**config.mk**
```make
export PLATFORM = sky130hd
export DESIGN_NAME = md5_hash_engine_core
export DESIGN_NICKNAME = d
export VERILOG_FILES = /design/src/design/md5he_pkg.sv /design/src/design/md5he_ram.sv /design/src/design/md5he_datapath.sv /design/src/design/md5he_ctrl.sv /design/src/design/md5_hash_engine_core.sv
export SDC_FILE = /design/constraint.sdc
export NUM_CORES = 2
export LEC_CHECK = 0
export BUFFER_PORTS_ARGS = -buffer_cell sky130_fd_sc_hd__buf_2
export CORE_MARGIN = 4
export CORE_UTILIZATION = 44
export CTS_CLUSTER_DIAMETER = 120
export DETAILED_ROUTE_END_ITERATION = 10
export MAX_ROUTING_LAYER = met4
export SYNTH_ARGS = -nofsm -noshare
export SYNTH_HDL_FRONTEND = slang
export SYNTH_SLANG_ARGS = --single-unit
```
**constraint.sdc**
```tcl
create_clock -name clk_i -period 25 [get_ports clk_i]
set_clock_uncertainty 0.15 [all_clocks]
set_input_delay 2.5 -clock clk_i [delete_from_list [all_inputs] [get_ports clk_i]]
set_output_delay 2.5 -clock clk_i [all_outputs]
set_load 0.1 [all_outputs]
```
**src/design/md5he_pkg.sv**
```systemverilog
// Shared types, constants and round tables of the MD5 hash engine.
`default_nettype none
package md5he_pkg;

  localparam int unsigned WORD_W    = 32;
  localparam int unsigned BLK_WORDS = 16;
  localparam int unsigned WADDR_W   = $clog2(BLK_WORDS);

  localparam logic [31:0] IV_A = 32'h67452301;
  localparam logic [31:0] IV_B = 32'hefcdab89;
  localparam logic [31:0] IV_C = 32'h98badcfe;
  localparam logic [31:0] IV_D = 32'h10325476;
  localparam logic [3:0][31:0] IV_WORDS = {IV_D, IV_C, IV_B, IV_A};

  localparam logic [7:0] PAD_MARK = 8'h80;

  typedef enum logic [2:0] {
    WR_BYTE,
    WR_PAD,
    WR_ZERO,
    WR_LEN_LO,
    WR_LEN_HI
  } wr_sel_e;

  typedef struct packed {
    logic               take_byte;
    logic               wr_en;
    wr_sel_e            wr_sel;
    logic [WADDR_W-1:0] wr_addr;
    logic               load;
    logic               round_en;
    logic               add;
    logic               clr_msg;
    logic [1:0]         out_sel;
  } cmd_t;

  typedef struct packed {
    logic [5:0] fill;
    logic       round_last;
  } sts_t;

  function automatic logic [31:0] round_const(input logic [5:0] r);
    logic [31:0] k;
    case (r)
      6'd0:  k = 32'hd76aa478;  6'd1:  k = 32'he8c7b756;
      6'd2:  k = 32'h242070db;  6'd3:  k = 32'hc1bdceee;
      6'd4:  k = 32'hf57c0faf;  6'd5:  k = 32'h4787c62a;
      6'd6:  k = 32'ha8304613;  6'd7:  k = 32'hfd469501;
      6'd8:  k = 32'h698098d8;  6'd9:  k = 32'h8b44f7af;
      6'd10: k = 32'hffff5bb1;  6'd11: k = 32'h895cd7be;
      6'd12: k = 32'h6b901122;  6'd13: k = 32'hfd987193;
      6'd14: k = 32'ha679438e;  6'd15: k = 32'h49b40821;
      6'd16: k = 32'hf61e2562;  6'd17: k = 32'hc040b340;
      6'd18: k = 32'h265e5a51;  6'd19: k = 32'he9b6c7aa;
      6'd20: k = 32'hd62f105d;  6'd21: k = 32'h02441453;
      6'd22: k = 32'hd8a1e681;  6'd23: k = 32'he7d3fbc8;
      6'd24: k = 32'h21e1cde6;  6'd25: k = 32'hc33707d6;
      6'd26: k = 32'hf4d50d87;  6'd27: k = 32'h455a14ed;
      6'd28: k = 32'ha9e3e905;  6'd29: k = 32'hfcefa3f8;
      6'd30: k = 32'h676f02d9;  6'd31: k = 32'h8d2a4c8a;
      6'd32: k = 32'hfffa3942;  6'd33: k = 32'h8771f681;
      6'd34: k = 32'h6d9d6122;  6'd35: k = 32'hfde5380c;
      6'd36: k = 32'ha4beea44;  6'd37: k = 32'h4bdecfa9;
      6'd38: k = 32'hf6bb4b60;  6'd39: k = 32'hbebfbc70;
      6'd40: k = 32'h289b7ec6;  6'd41: k = 32'heaa127fa;
      6'd42: k = 32'hd4ef3085;  6'd43: k = 32'h04881d05;
      6'd44: k = 32'hd9d4d039;  6'd45: k = 32'he6db99e5;
      6'd46: k = 32'h1fa27cf8;  6'd47: k = 32'hc4ac5665;
      6'd48: k = 32'hf4292244;  6'd49: k = 32'h432aff97;
      6'd50: k = 32'hab9423a7;  6'd51: k = 32'hfc93a039;
      6'd52: k = 32'h655b59c3;  6'd53: k = 32'h8f0ccc92;
      6'd54: k = 32'hffeff47d;  6'd55: k = 32'h85845dd1;
      6'd56: k = 32'h6fa87e4f;  6'd57: k = 32'hfe2ce6e0;
      6'd58: k = 32'ha3014314;  6'd59: k = 32'h4e0811a1;
      6'd60: k = 32'hf7537e82;  6'd61: k = 32'hbd3af235;
      6'd62: k = 32'h2ad7d2bb;  6'd63: k = 32'heb86d391;
      default: k = 32'h0;
    endcase
    return k;
  endfunction

  function automatic logic [4:0] rot_amount(input logic [5:0] r);
    logic [4:0] s;
    case ({r[5:4], r[1:0]})
      4'd0:  s = 5'd7;   4'd1:  s = 5'd12;  4'd2:  s = 5'd17;  4'd3:  s = 5'd22;
      4'd4:  s = 5'd5;   4'd5:  s = 5'd9;   4'd6:  s = 5'd14;  4'd7:  s = 5'd20;
      4'd8:  s = 5'd4;   4'd9:  s = 5'd11;  4'd10: s = 5'd16;  4'd11: s = 5'd23;
      4'd12: s = 5'd6;   4'd13: s = 5'd10;  4'd14: s = 5'd15;  4'd15: s = 5'd21;
      default: s = 5'd0;
    endcase
    return s;
  endfunction

  function automatic logic [WADDR_W-1:0] msg_index(input logic [5:0] r);
    logic [3:0] i;
    case (r[5:4])
      2'd0:    i = r[3:0];
      2'd1:    i = 4'(r[3:0] * 4'd5 + 4'd1);
      2'd2:    i = 4'(r[3:0] * 4'd3 + 4'd5);
      2'd3:    i = 4'(r[3:0] * 4'd7);
      default: i = 4'd0;
    endcase
    return i;
  endfunction

  function automatic logic [31:0] rotl32(input logic [31:0] x, input logic [4:0] n);
    logic [63:0] t;
    t = {x, x} << n;
    return t[63:32];
  endfunction

  function automatic logic [31:0] bswap32(input logic [31:0] x);
    return {x[7:0], x[15:8], x[23:16], x[31:24]};
  endfunction

endpackage
`default_nettype wire

```
**src/design/md5he_ram.sv**
```systemverilog
// Generic single-write, single-read RAM with registered read data.
`default_nettype none
module md5he_ram #(
  parameter int unsigned WIDTH = 32,
  parameter int unsigned DEPTH = 16
) (
  input  wire logic                     clk_i,
  input  wire logic                     we_i,
  input  wire logic [$clog2(DEPTH)-1:0] waddr_i,
  input  wire logic [WIDTH-1:0]         wdata_i,
  input  wire logic [$clog2(DEPTH)-1:0] raddr_i,
  output      logic [WIDTH-1:0]         rdata_o
);

  logic [WIDTH-1:0] mem_q [DEPTH];
  logic [WIDTH-1:0] rdata_q;

  always_ff @(posedge clk_i) begin
    if (we_i) begin
      mem_q[waddr_i] <= wdata_i;
    end
    rdata_q <= mem_q[raddr_i];
  end

  assign rdata_o = rdata_q;

endmodule
`default_nettype wire

```
**src/design/md5he_datapath.sv**
```systemverilog
// Datapath of the MD5 hash engine: block store, length, chaining words and round unit.
`default_nettype none
module md5he_datapath (
  input  wire logic          clk_i,
  input  wire logic          rst_ni,
  input  wire md5he_pkg::cmd_t cmd_i,
  input  wire logic [7:0]    data_byte_i,
  output      md5he_pkg::sts_t sts_o,
  output      logic [31:0]   digest_word_o
);

  logic [5:0]        fill_q, fill_d;
  logic [63:0]       len_q, len_d;
  logic [31:0]       word_q, word_d;
  logic [3:0][31:0]  chain_q, chain_d;
  logic [31:0]       a_q, a_d, b_q, b_d, c_q, c_d, d_q, d_d;
  logic [5:0]        round_q, round_d;

  logic [31:0] word_ins;
  logic [31:0] pad_word;
  logic [31:0] wdata;
  logic [md5he_pkg::WADDR_W-1:0] raddr;
  logic [31:0] rdata;
  logic [31:0] f_val;
  logic [31:0] sum;

  always_comb begin
    word_ins = word_q;
    word_ins[{fill_q[1:0], 3'b000} +: 8] = data_byte_i;
  end

  assign pad_word = word_q | (32'(md5he_pkg::PAD_MARK) << {fill_q[1:0], 3'b000});

  always_comb begin
    case (cmd_i.wr_sel)
      md5he_pkg::WR_BYTE:   wdata = word_ins;
      md5he_pkg::WR_PAD:    wdata = pad_word;
      md5he_pkg::WR_ZERO:   wdata = '0;
      md5he_pkg::WR_LEN_LO: wdata = len_q[31:0];
      md5he_pkg::WR_LEN_HI: wdata = len_q[63:32];
      default:              wdata = '0;
    endcase
  end

  assign raddr = cmd_i.load ? md5he_pkg::msg_index(6'd0)
                            : md5he_pkg::msg_index(round_q + 6'd1);

  md5he_ram #(
    .WIDTH (md5he_pkg::WORD_W),
    .DEPTH (md5he_pkg::BLK_WORDS)
  ) u_block_ram (
    .clk_i   (clk_i),
    .we_i    (cmd_i.wr_en),
    .waddr_i (cmd_i.wr_addr),
    .wdata_i (wdata),
    .raddr_i (raddr),
    .rdata_o (rdata)
  );

  always_comb begin
    case (round_q[5:4])
      2'd0:    f_val = (b_q & c_q) | (~b_q & d_q);
      2'd1:    f_val = (d_q & b_q) | (~d_q & c_q);
      2'd2:    f_val = b_q ^ c_q ^ d_q;
      2'd3:    f_val = c_q ^ (b_q | ~d_q);
      default: f_val = '0;
    endcase
  end

  assign sum = f_val + a_q + md5he_pkg::round_const(round_q) + rdata;

  always_comb begin
    fill_d  = fill_q;
    len_d   = len_q;
    word_d  = word_q;
    chain_d = chain_q;
    a_d     = a_q;
    b_d     = b_q;
    c_d     = c_q;
    d_d     = d_q;
    round_d = round_q;
    if (cmd_i.take_byte) begin
      fill_d = fill_q + 6'd1;
      len_d  = len_q + 64'd8;
      word_d = (fill_q[1:0] == 2'd3) ? '0 : word_ins;
    end
    if (cmd_i.load) begin
      a_d     = chain_q[0];
      b_d     = chain_q[1];
      c_d     = chain_q[2];
      d_d     = chain_q[3];
      round_d = '0;
    end
    if (cmd_i.round_en) begin
      a_d     = d_q;
      b_d     = b_q + md5he_pkg::rotl32(sum, md5he_pkg::rot_amount(round_q));
      c_d     = b_q;
      d_d     = c_q;
      round_d = round_q + 6'd1;
    end
    if (cmd_i.add) begin
      chain_d[0] = chain_q[0] + a_q;
      chain_d[1] = chain_q[1] + b_q;
      chain_d[2] = chain_q[2] + c_q;
      chain_d[3] = chain_q[3] + d_q;
    end
    if (cmd_i.clr_msg) begin
      fill_d  = '0;
      len_d   = '0;
      word_d  = '0;
      chain_d = md5he_pkg::IV_WORDS;
    end
  end

  always_ff @(posedge clk_i or negedge rst_ni) begin
    if (!rst_ni) begin
      fill_q  <= '0;
      len_q   <= '0;
      word_q  <= '0;
      chain_q <= md5he_pkg::IV_WORDS;
      round_q <= '0;
    end else begin
      fill_q  <= fill_d;
      len_q   <= len_d;
      word_q  <= word_d;
      chain_q <= chain_d;
      round_q <= round_d;
    end
  end

  always_ff @(posedge clk_i) begin
    a_q <= a_d;
    b_q <= b_d;
    c_q <= c_d;
    d_q <= d_d;
  end

  assign sts_o.fill       = fill_q;
  assign sts_o.round_last = (round_q == 6'd63);

  assign digest_word_o = md5he_pkg::bswap32(chain_q[cmd_i.out_sel]);

endmodule
`default_nettype wire

```
**src/design/md5he_ctrl.sv**
```systemverilog
// Controller of the MD5 hash engine: byte intake, padding, round sequencing, digest beats.
`default_nettype none
module md5he_ctrl (
  input  wire logic            clk_i,
  input  wire logic            rst_ni,
  input  wire logic            in_valid_i,
  input  wire logic            byte_valid_i,
  input  wire logic            last_i,
  output      logic            in_stall_o,
  output      logic            out_valid_o,
  input  wire logic            out_stall_i,
  output      logic [1:0]      word_index_o,
  output      logic            last_word_o,
  input  wire md5he_pkg::sts_t sts_i,
  output      md5he_pkg::cmd_t cmd_o
);

  localparam logic [2:0] S_IDLE = 3'd0;
  localparam logic [2:0] S_PAD  = 3'd1;
  localparam logic [2:0] S_LOAD = 3'd2;
  localparam logic [2:0] S_RND  = 3'd3;
  localparam logic [2:0] S_ADD  = 3'd4;
  localparam logic [2:0] S_OUT  = 3'd5;

  logic [2:0] state_q, state_d;
  logic [3:0] widx_q, widx_d;
  logic       first_q, first_d;
  logic       final_q, final_d;
  logic       pend_q, pend_d;
  logic       padding_q, padding_d;
  logic [1:0] ocnt_q, ocnt_d;

  always_comb begin
    state_d   = state_q;
    widx_d    = widx_q;
    first_d   = first_q;
    final_d   = final_q;
    pend_d    = pend_q;
    padding_d = padding_q;
    ocnt_d    = ocnt_q;

    cmd_o           = '0;
    cmd_o.wr_sel    = md5he_pkg::WR_ZERO;
    cmd_o.wr_addr   = widx_q;
    cmd_o.out_sel   = ocnt_q;

    case (state_q)
      S_IDLE: begin
        if (in_valid_i) begin
          if (byte_valid_i) begin
            cmd_o.take_byte = 1'b1;
            cmd_o.wr_sel    = md5he_pkg::WR_BYTE;
            cmd_o.wr_addr   = sts_i.fill[5:2];
            cmd_o.wr_en     = (sts_i.fill[1:0] == 2'd3);
          end
          if (byte_valid_i && (sts_i.fill == 6'd63)) begin
            state_d = S_LOAD;
            pend_d  = last_i;
          end else if (last_i) begin
            state_d   = S_PAD;
            first_d   = 1'b1;
            padding_d = 1'b1;
          end
        end
      end
      S_PAD: begin
        cmd_o.wr_en = 1'b1;
        if (first_q) begin
          cmd_o.wr_addr = sts_i.fill[5:2];
          cmd_o.wr_sel  = md5he_pkg::WR_PAD;
          final_d       = (sts_i.fill[5:3] != 3'b111);
          first_d       = 1'b0;
          widx_d        = sts_i.fill[5:2] + 4'd1;
          if (sts_i.fill[5:2] == 4'd15) begin
            state_d = S_LOAD;
          end
        end else begin
          if (final_q && (widx_q == 4'd14)) begin
            cmd_o.wr_sel = md5he_pkg::WR_LEN_LO;
          end else if (final_q && (widx_q == 4'd15)) begin
            cmd_o.wr_sel = md5he_pkg::WR_LEN_HI;
          end
          widx_d = widx_q + 4'd1;
          if (widx_q == 4'd15) begin
            state_d = S_LOAD;
          end
        end
      end
      S_LOAD: begin
        cmd_o.load = 1'b1;
        state_d    = S_RND;
      end
      S_RND: begin
        cmd_o.round_en = 1'b1;
        if (sts_i.round_last) begin
          state_d = S_ADD;
        end
      end
      S_ADD: begin
        cmd_o.add = 1'b1;
        if (pend_q) begin
          pend_d    = 1'b0;
          state_d   = S_PAD;
          first_d   = 1'b1;
          padding_d = 1'b1;
        end else if (padding_q && !final_q) begin
          state_d = S_PAD;
          first_d = 1'b0;
          widx_d  = '0;
          final_d = 1'b1;
        end else if (padding_q) begin
          state_d = S_OUT;
          ocnt_d  = '0;
        end else begin
          state_d = S_IDLE;
        end
      end
      S_OUT: begin
        if (!out_stall_i) begin
          ocnt_d = ocnt_q + 2'd1;
          if (ocnt_q == 2'd3) begin
            cmd_o.clr_msg = 1'b1;
            padding_d     = 1'b0;
            final_d       = 1'b0;
            state_d       = S_IDLE;
          end
        end
      end
      default: begin
        state_d = S_IDLE;
      end
    endcase
  end

  always_ff @(posedge clk_i or negedge rst_ni) begin
    if (!rst_ni) begin
      state_q   <= S_IDLE;
      widx_q    <= '0;
      first_q   <= 1'b0;
      final_q   <= 1'b0;
      pend_q    <= 1'b0;
      padding_q <= 1'b0;
      ocnt_q    <= '0;
    end else begin
      state_q   <= state_d;
      widx_q    <= widx_d;
      first_q   <= first_d;
      final_q   <= final_d;
      pend_q    <= pend_d;
      padding_q <= padding_d;
      ocnt_q    <= ocnt_d;
    end
  end

  assign in_stall_o   = (state_q != S_IDLE);
  assign out_valid_o  = (state_q == S_OUT);
  assign word_index_o = ocnt_q;
  assign last_word_o  = (ocnt_q == 2'd3);

endmodule
`default_nettype wire

```
**src/design/md5_hash_engine_core.sv**
```systemverilog
// Top level of the MD5 hash engine: controller plus datapath.
// A plain message byte is taken without stalling the input. A byte that fills a
// 64-byte block stalls the input through a load step, 64 rounds through the
// single round unit (one round per cycle, the block RAM read one round ahead)
// and a step to add into the chaining words. A beat marked last then writes the
// 16 - fill/4 padding words into the block RAM, compresses, repeats both for an
// extra block when fewer than nine bytes of room remain, and emits the digest as
// four beats, A to D, one per cycle while the output is not stalled. The input
// is stalled from the last beat until the fourth digest beat is taken; then the
// controller, fill, length and chaining words return to their reset values.
`default_nettype none
module md5_hash_engine_core (
  input  wire logic        clk_i,
  input  wire logic        rst_ni,
  input  wire logic        in_valid_i,
  output      logic        in_stall_o,
  input  wire logic [7:0]  data_byte_i,
  input  wire logic        byte_valid_i,
  input  wire logic        last_i,
  output      logic        out_valid_o,
  input  wire logic        out_stall_i,
  output      logic [31:0] digest_word_o,
  output      logic [1:0]  word_index_o,
  output      logic        last_word_o
);

  md5he_pkg::cmd_t cmd;
  md5he_pkg::sts_t sts;

  md5he_ctrl u_ctrl (
    .clk_i        (clk_i),
    .rst_ni       (rst_ni),
    .in_valid_i   (in_valid_i),
    .byte_valid_i (byte_valid_i),
    .last_i       (last_i),
    .in_stall_o   (in_stall_o),
    .out_valid_o  (out_valid_o),
    .out_stall_i  (out_stall_i),
    .word_index_o (word_index_o),
    .last_word_o  (last_word_o),
    .sts_i        (sts),
    .cmd_o        (cmd)
  );

  md5he_datapath u_datapath (
    .clk_i         (clk_i),
    .rst_ni        (rst_ni),
    .cmd_i         (cmd),
    .data_byte_i   (data_byte_i),
    .sts_o         (sts),
    .digest_word_o (digest_word_o)
  );

endmodule
`default_nettype wire

```
==> impl.org <==
** STA
- Subtracting the final worst setup slack from the clock period gives 11.62 ns.
- Measured against its own limit, the worst slew margin works out to 0.303.
- The final number of max-transition violations is 0.
- Fmax :: 0.0860 GHz
- For the pin with the worst max-slew slack, the measured transition is 1.05 ns.
- Setup violations, final :: 0
- Setup repair after global routing left no endpoint under its margin.
- Final-layout setup total negative slack :: 0 ns
- Final Cycle Share :: 0.465
- Fin. Hold Viols :: 0
- Once routing completed, OpenROAD measured the worst setup slack at 13.38 ns.

** CTS
- After clock tree synthesis, the flow added hold-fix buffers numbering 0.
- Max Root-Sink Buffers :: 3
- Post-CTS repair timing setup buffer count :: 0
- Post-CTS repair changed the size of 0 cells.
- Clk Tree Root Cell :: sky130_fd_sc_hd__clkbuf_16
- Clock tree from TritonCTS :: done
- The H-tree was split into 3 levels.
- Clock-pin slew was measured on the worst setup and hold paths at 0.06 ns.
- Latest clock arrival within the worst-skew pair :: 0.77 ns
- CTS Sinks :: 918
- Number of buffers created by CTS :: 103

** Logic synthesis
- Counting flops with a built-in enable in the synthesized netlist gives 640.
- Fraction of the yosys area taken by sequential cells :: 0.468
- Counting distinct cell types in the post-synthesis netlist gives 91.
- For this run, the number of Yosys warnings is 0.
- Counting flops and latches in the post-synthesis netlist gives 918.
- Post-synthesis cell area :: 0.0557 mm^2
- Synthesis produced 5744 cells.
- In the synthesized netlist the dominant register cell turns out to be sky130_fd_sc_hd__edfxtp_1.
- Async set-or-reset flop fraction in the synthesized netlist :: 0.268
- Avg Cell Area, Syn :: 9.70 um^2
- Post-synth net total :: 6052

** Setup path
- STA puts the critical path data required time at 25.30 ns.
- Cell count of the worst reg-to-reg path :: 34
- The critical path is of the register to register type.
- Maximum cell stage delay along the critical path :: 0.93 ns
- In this run the critical register-to-register path is captured at u_datapath.b_q[31].
- Critical-path maximum fanout :: 23
- For the worst setup path, the data arrival time is 11.92 ns.
- STA classifies the critical path startpoint as a register.
- Slowest stage cell on the critical path :: sky130_fd_sc_hd__dfrtp_1
- Startpoint of the worst-slack reg-to-reg timing path :: u_datapath.round_q[1]
- Register-to-register setup slack :: 13.38 ns
- The worst setup path is captured at a register.
- The cell that appears most often on the critical path is sky130_fd_sc_hd__o21ai_0.

** Die
- Core footprint :: 0.126 mm^2
- Die Footprint :: 0.132 mm^2
- Count of standard-cell rows :: 130
- The initial utilization of the core area, before any placement, comes to 0.443.
- I/O pin cnt :: 51
- The die is 364 um wide.
- In this run the vertical extent of the chip is 364 um.

** GRT
- Vias in the first global route :: 41755
- Global-route wire length before repair :: 265000 um
- GRT Residual Overflow :: 0
- For this run, the total global-route usage over all layers was measured as 0.270.
- Pin count of the biggest net entering global routing :: 196
- Initial antenna violation count :: 5

** Route
- DRC marker count from the first detailed-route iteration :: 4480
- Vias post-DR :: 44587
- For this run, design rule violations remaining after detail routing come to 0.
- Routed wire length per instance :: 23.9 um
- TritonRoute pass-1 iters :: 8
- In this run the remaining antenna-violating nets after routing total 0.
- DRT Wirelength :: 177000 um
- Using the TritonRoute via totals, the vias-per-cell ratio works out to 6.04.

** Worst hold path
- Min-delay worst type :: register to register
- Counting instances, the worst hold path has a depth of 2.
- The worst hold path terminates at u_datapath.word_q[31].
- Hold wc startpoint :: u_datapath.word_q[31]

** Finish
- The library cell used most frequently in the layout, excluding fill and tap cells, is sky130_fd_sc_hd__nand2_1.
- Leading cell types in the layout, fill and taps excluded :: 940 x sky130_fd_sc_hd__nand2_1, 640 x sky130_fd_sc_hd__edfxtp_1, 407 x sky130_fd_sc_hd__o21ai_0
- Fraction of layout instances using a drive strength above 1 :: 0.0808
- Fin nets :: 5946
- Filler Cells Inserted :: 11491
- Compared with the post-synthesis result, the final layout area differs by 9.48%.

** Job
- Maximum capacitance violations :: 0

** Placement
- Hpwl dp :: 119000 um
- At the end of routability-driven placement, the weighted congestion stood at 0.933.
- Post-Place Worst Slack :: 13.61 ns
- IO Port Bufs :: 50

** Outcome
- The run finished with clean final reports.
[cell families after synthesis]
| kind of cell | share of synthesized area |
|---|---|
| adder cells (fa/ha/maj) | 0.0750 |
| AO/OA/AOI/OAI | 0.191 |
| AND/OR/NAND/NOR | 0.147 |
| buffers and inverters | 0.0411 |
| multiplexers | 0.0385 |
| XOR/XNOR | 0.0390 |
| flip-flops | 0.468 |
[routing by layer]
| layer | share of wire | track usage | routed length (um) |
|---|---|---|---|
| met1 | 0.43 | 0.363 | 76800 |
| met2 | 0.47 | 0.428 | 82900 |
| met3 | 0.064 | 0.0357 | 11400 |
| met4 | 0.032 | 0.0845 | 5700 |
| met5 | 0 | - | 0 |
[synthesized netlist by cell type (83+ instances only)]
cell type / count / area, um^2
sky130_fd_sc_hd__nand2_1: 944 / 3540
sky130_fd_sc_hd__a31oi_1: 139 / 870
sky130_fd_sc_hd__inv_1: 272 / 1020
sky130_fd_sc_hd__mux2i_1: 94 / 941
sky130_fd_sc_hd__nor3_1: 83 / 415
sky130_fd_sc_hd__a21oi_1: 397 / 1990
sky130_fd_sc_hd__a22oi_1: 83 / 623
sky130_fd_sc_hd__nand3_1: 115 / 576
sky130_fd_sc_hd__and2_1: 134 / 838
sky130_fd_sc_hd__xor2_1: 124 / 1090
sky130_fd_sc_hd__dfrtp_1: 182 / 4550
sky130_fd_sc_hd__xnor2_1: 124 / 1090
sky130_fd_sc_hd__edfxtp_1: 640 / 19200
sky130_fd_sc_hd__a211oi_1: 201 / 1510
sky130_fd_sc_hd__nor2_1: 337 / 1260
sky130_fd_sc_hd__ha_1: 227 / 2840
sky130_fd_sc_hd__o21ai_0: 411 / 2060
sky130_fd_sc_hd__clkbuf_1: 271 / 1020
[worst max path at each step]
| stage | depth (start not counted) | startpoint | endpoint |
|---|---|---|---|
| final | 34 | u_datapath.round_q[1] | u_datapath.b_q[31] |
| after global routing | 35 | u_datapath.round_q[1] | u_datapath.b_q[31] |
| after CTS | 35 | u_datapath.round_q[1] | u_datapath.b_q[31] |
| after detailed placement | 34 | u_datapath.round_q[1] | u_datapath.b_q[29] |
| after global placement | 36 | u_datapath.round_q[1] | u_datapath.b_q[26] |
| after floorplan | 39 | u_datapath.round_q[1] | u_datapath.b_q[26] |
[critical path: cells and delay by family (launching register included)]
kind                       cells  cell delay (ns)
buffers and inverters          3             0.78
and+or+nand+nor                7             1.87
DFF                            1             0.93
muxes                          2             0.67
adders and majority gates      5             2.35
AOI/OAI and AO/OA             17             4.60
[per-stage QoR]
stage | util | hold WS, ns | instances | cell area, um^2
detailed placement | 0.458 | 0.327 | 7183 | 57600
global route | 0.485 | 0.367 | 7379 | 61000
floorplan | - | 0.301 | 5744 | 55700
finish | 0.485 | 0.338 | 7380 | 61000
global placement | 0.458 | 0.321 | 7183 | 57600
CTS | 0.485 | 0.341 | 7377 | 61000
[cell type report]
type | count | area, um^2 | share of cell area
Multi-Input combinational cell | 4219 | 27600 | 0.452
Clock buffer | 147 | 2880 | 0.0473
Clock inverter | 47 | 508 | 0.00833
Inverter | 276 | 1040 | 0.0171
Tap cell | 1650 | 2060 | 0.0338
Sequential cell | 918 | 26100 | 0.428
Timing Repair Buffer | 120 | 823 | 0.0135
Antenna cell | 3 | 7.51 | 0.000123
[flip-flops by register name, indices dropped and copies added, names as in the netlist]
register / cells
u_datapath.u_block_ram.mem_q: 512
u_datapath.chain_q: 128
u_datapath.len_q: 61
u_datapath.a_q: 32
u_datapath.b_q: 32
u_datapath.c_q: 32
u_datapath.d_q: 32
u_datapath.u_block_ram.rdata_o: 32
u_datapath.word_q: 32
u_datapath.fill_q: 6
u_datapath.round_q: 6
u_ctrl.widx_q: 4
u_ctrl.state_q: 3
u_ctrl.word_index_o: 2
u_ctrl.final_q: 1
u_ctrl.first_q: 1
u_ctrl.padding_q: 1
u_ctrl.pend_q: 1
Power is not shown: default switching activity piles up to over one toggle a cycle in this logic, so the estimate is an artifact.
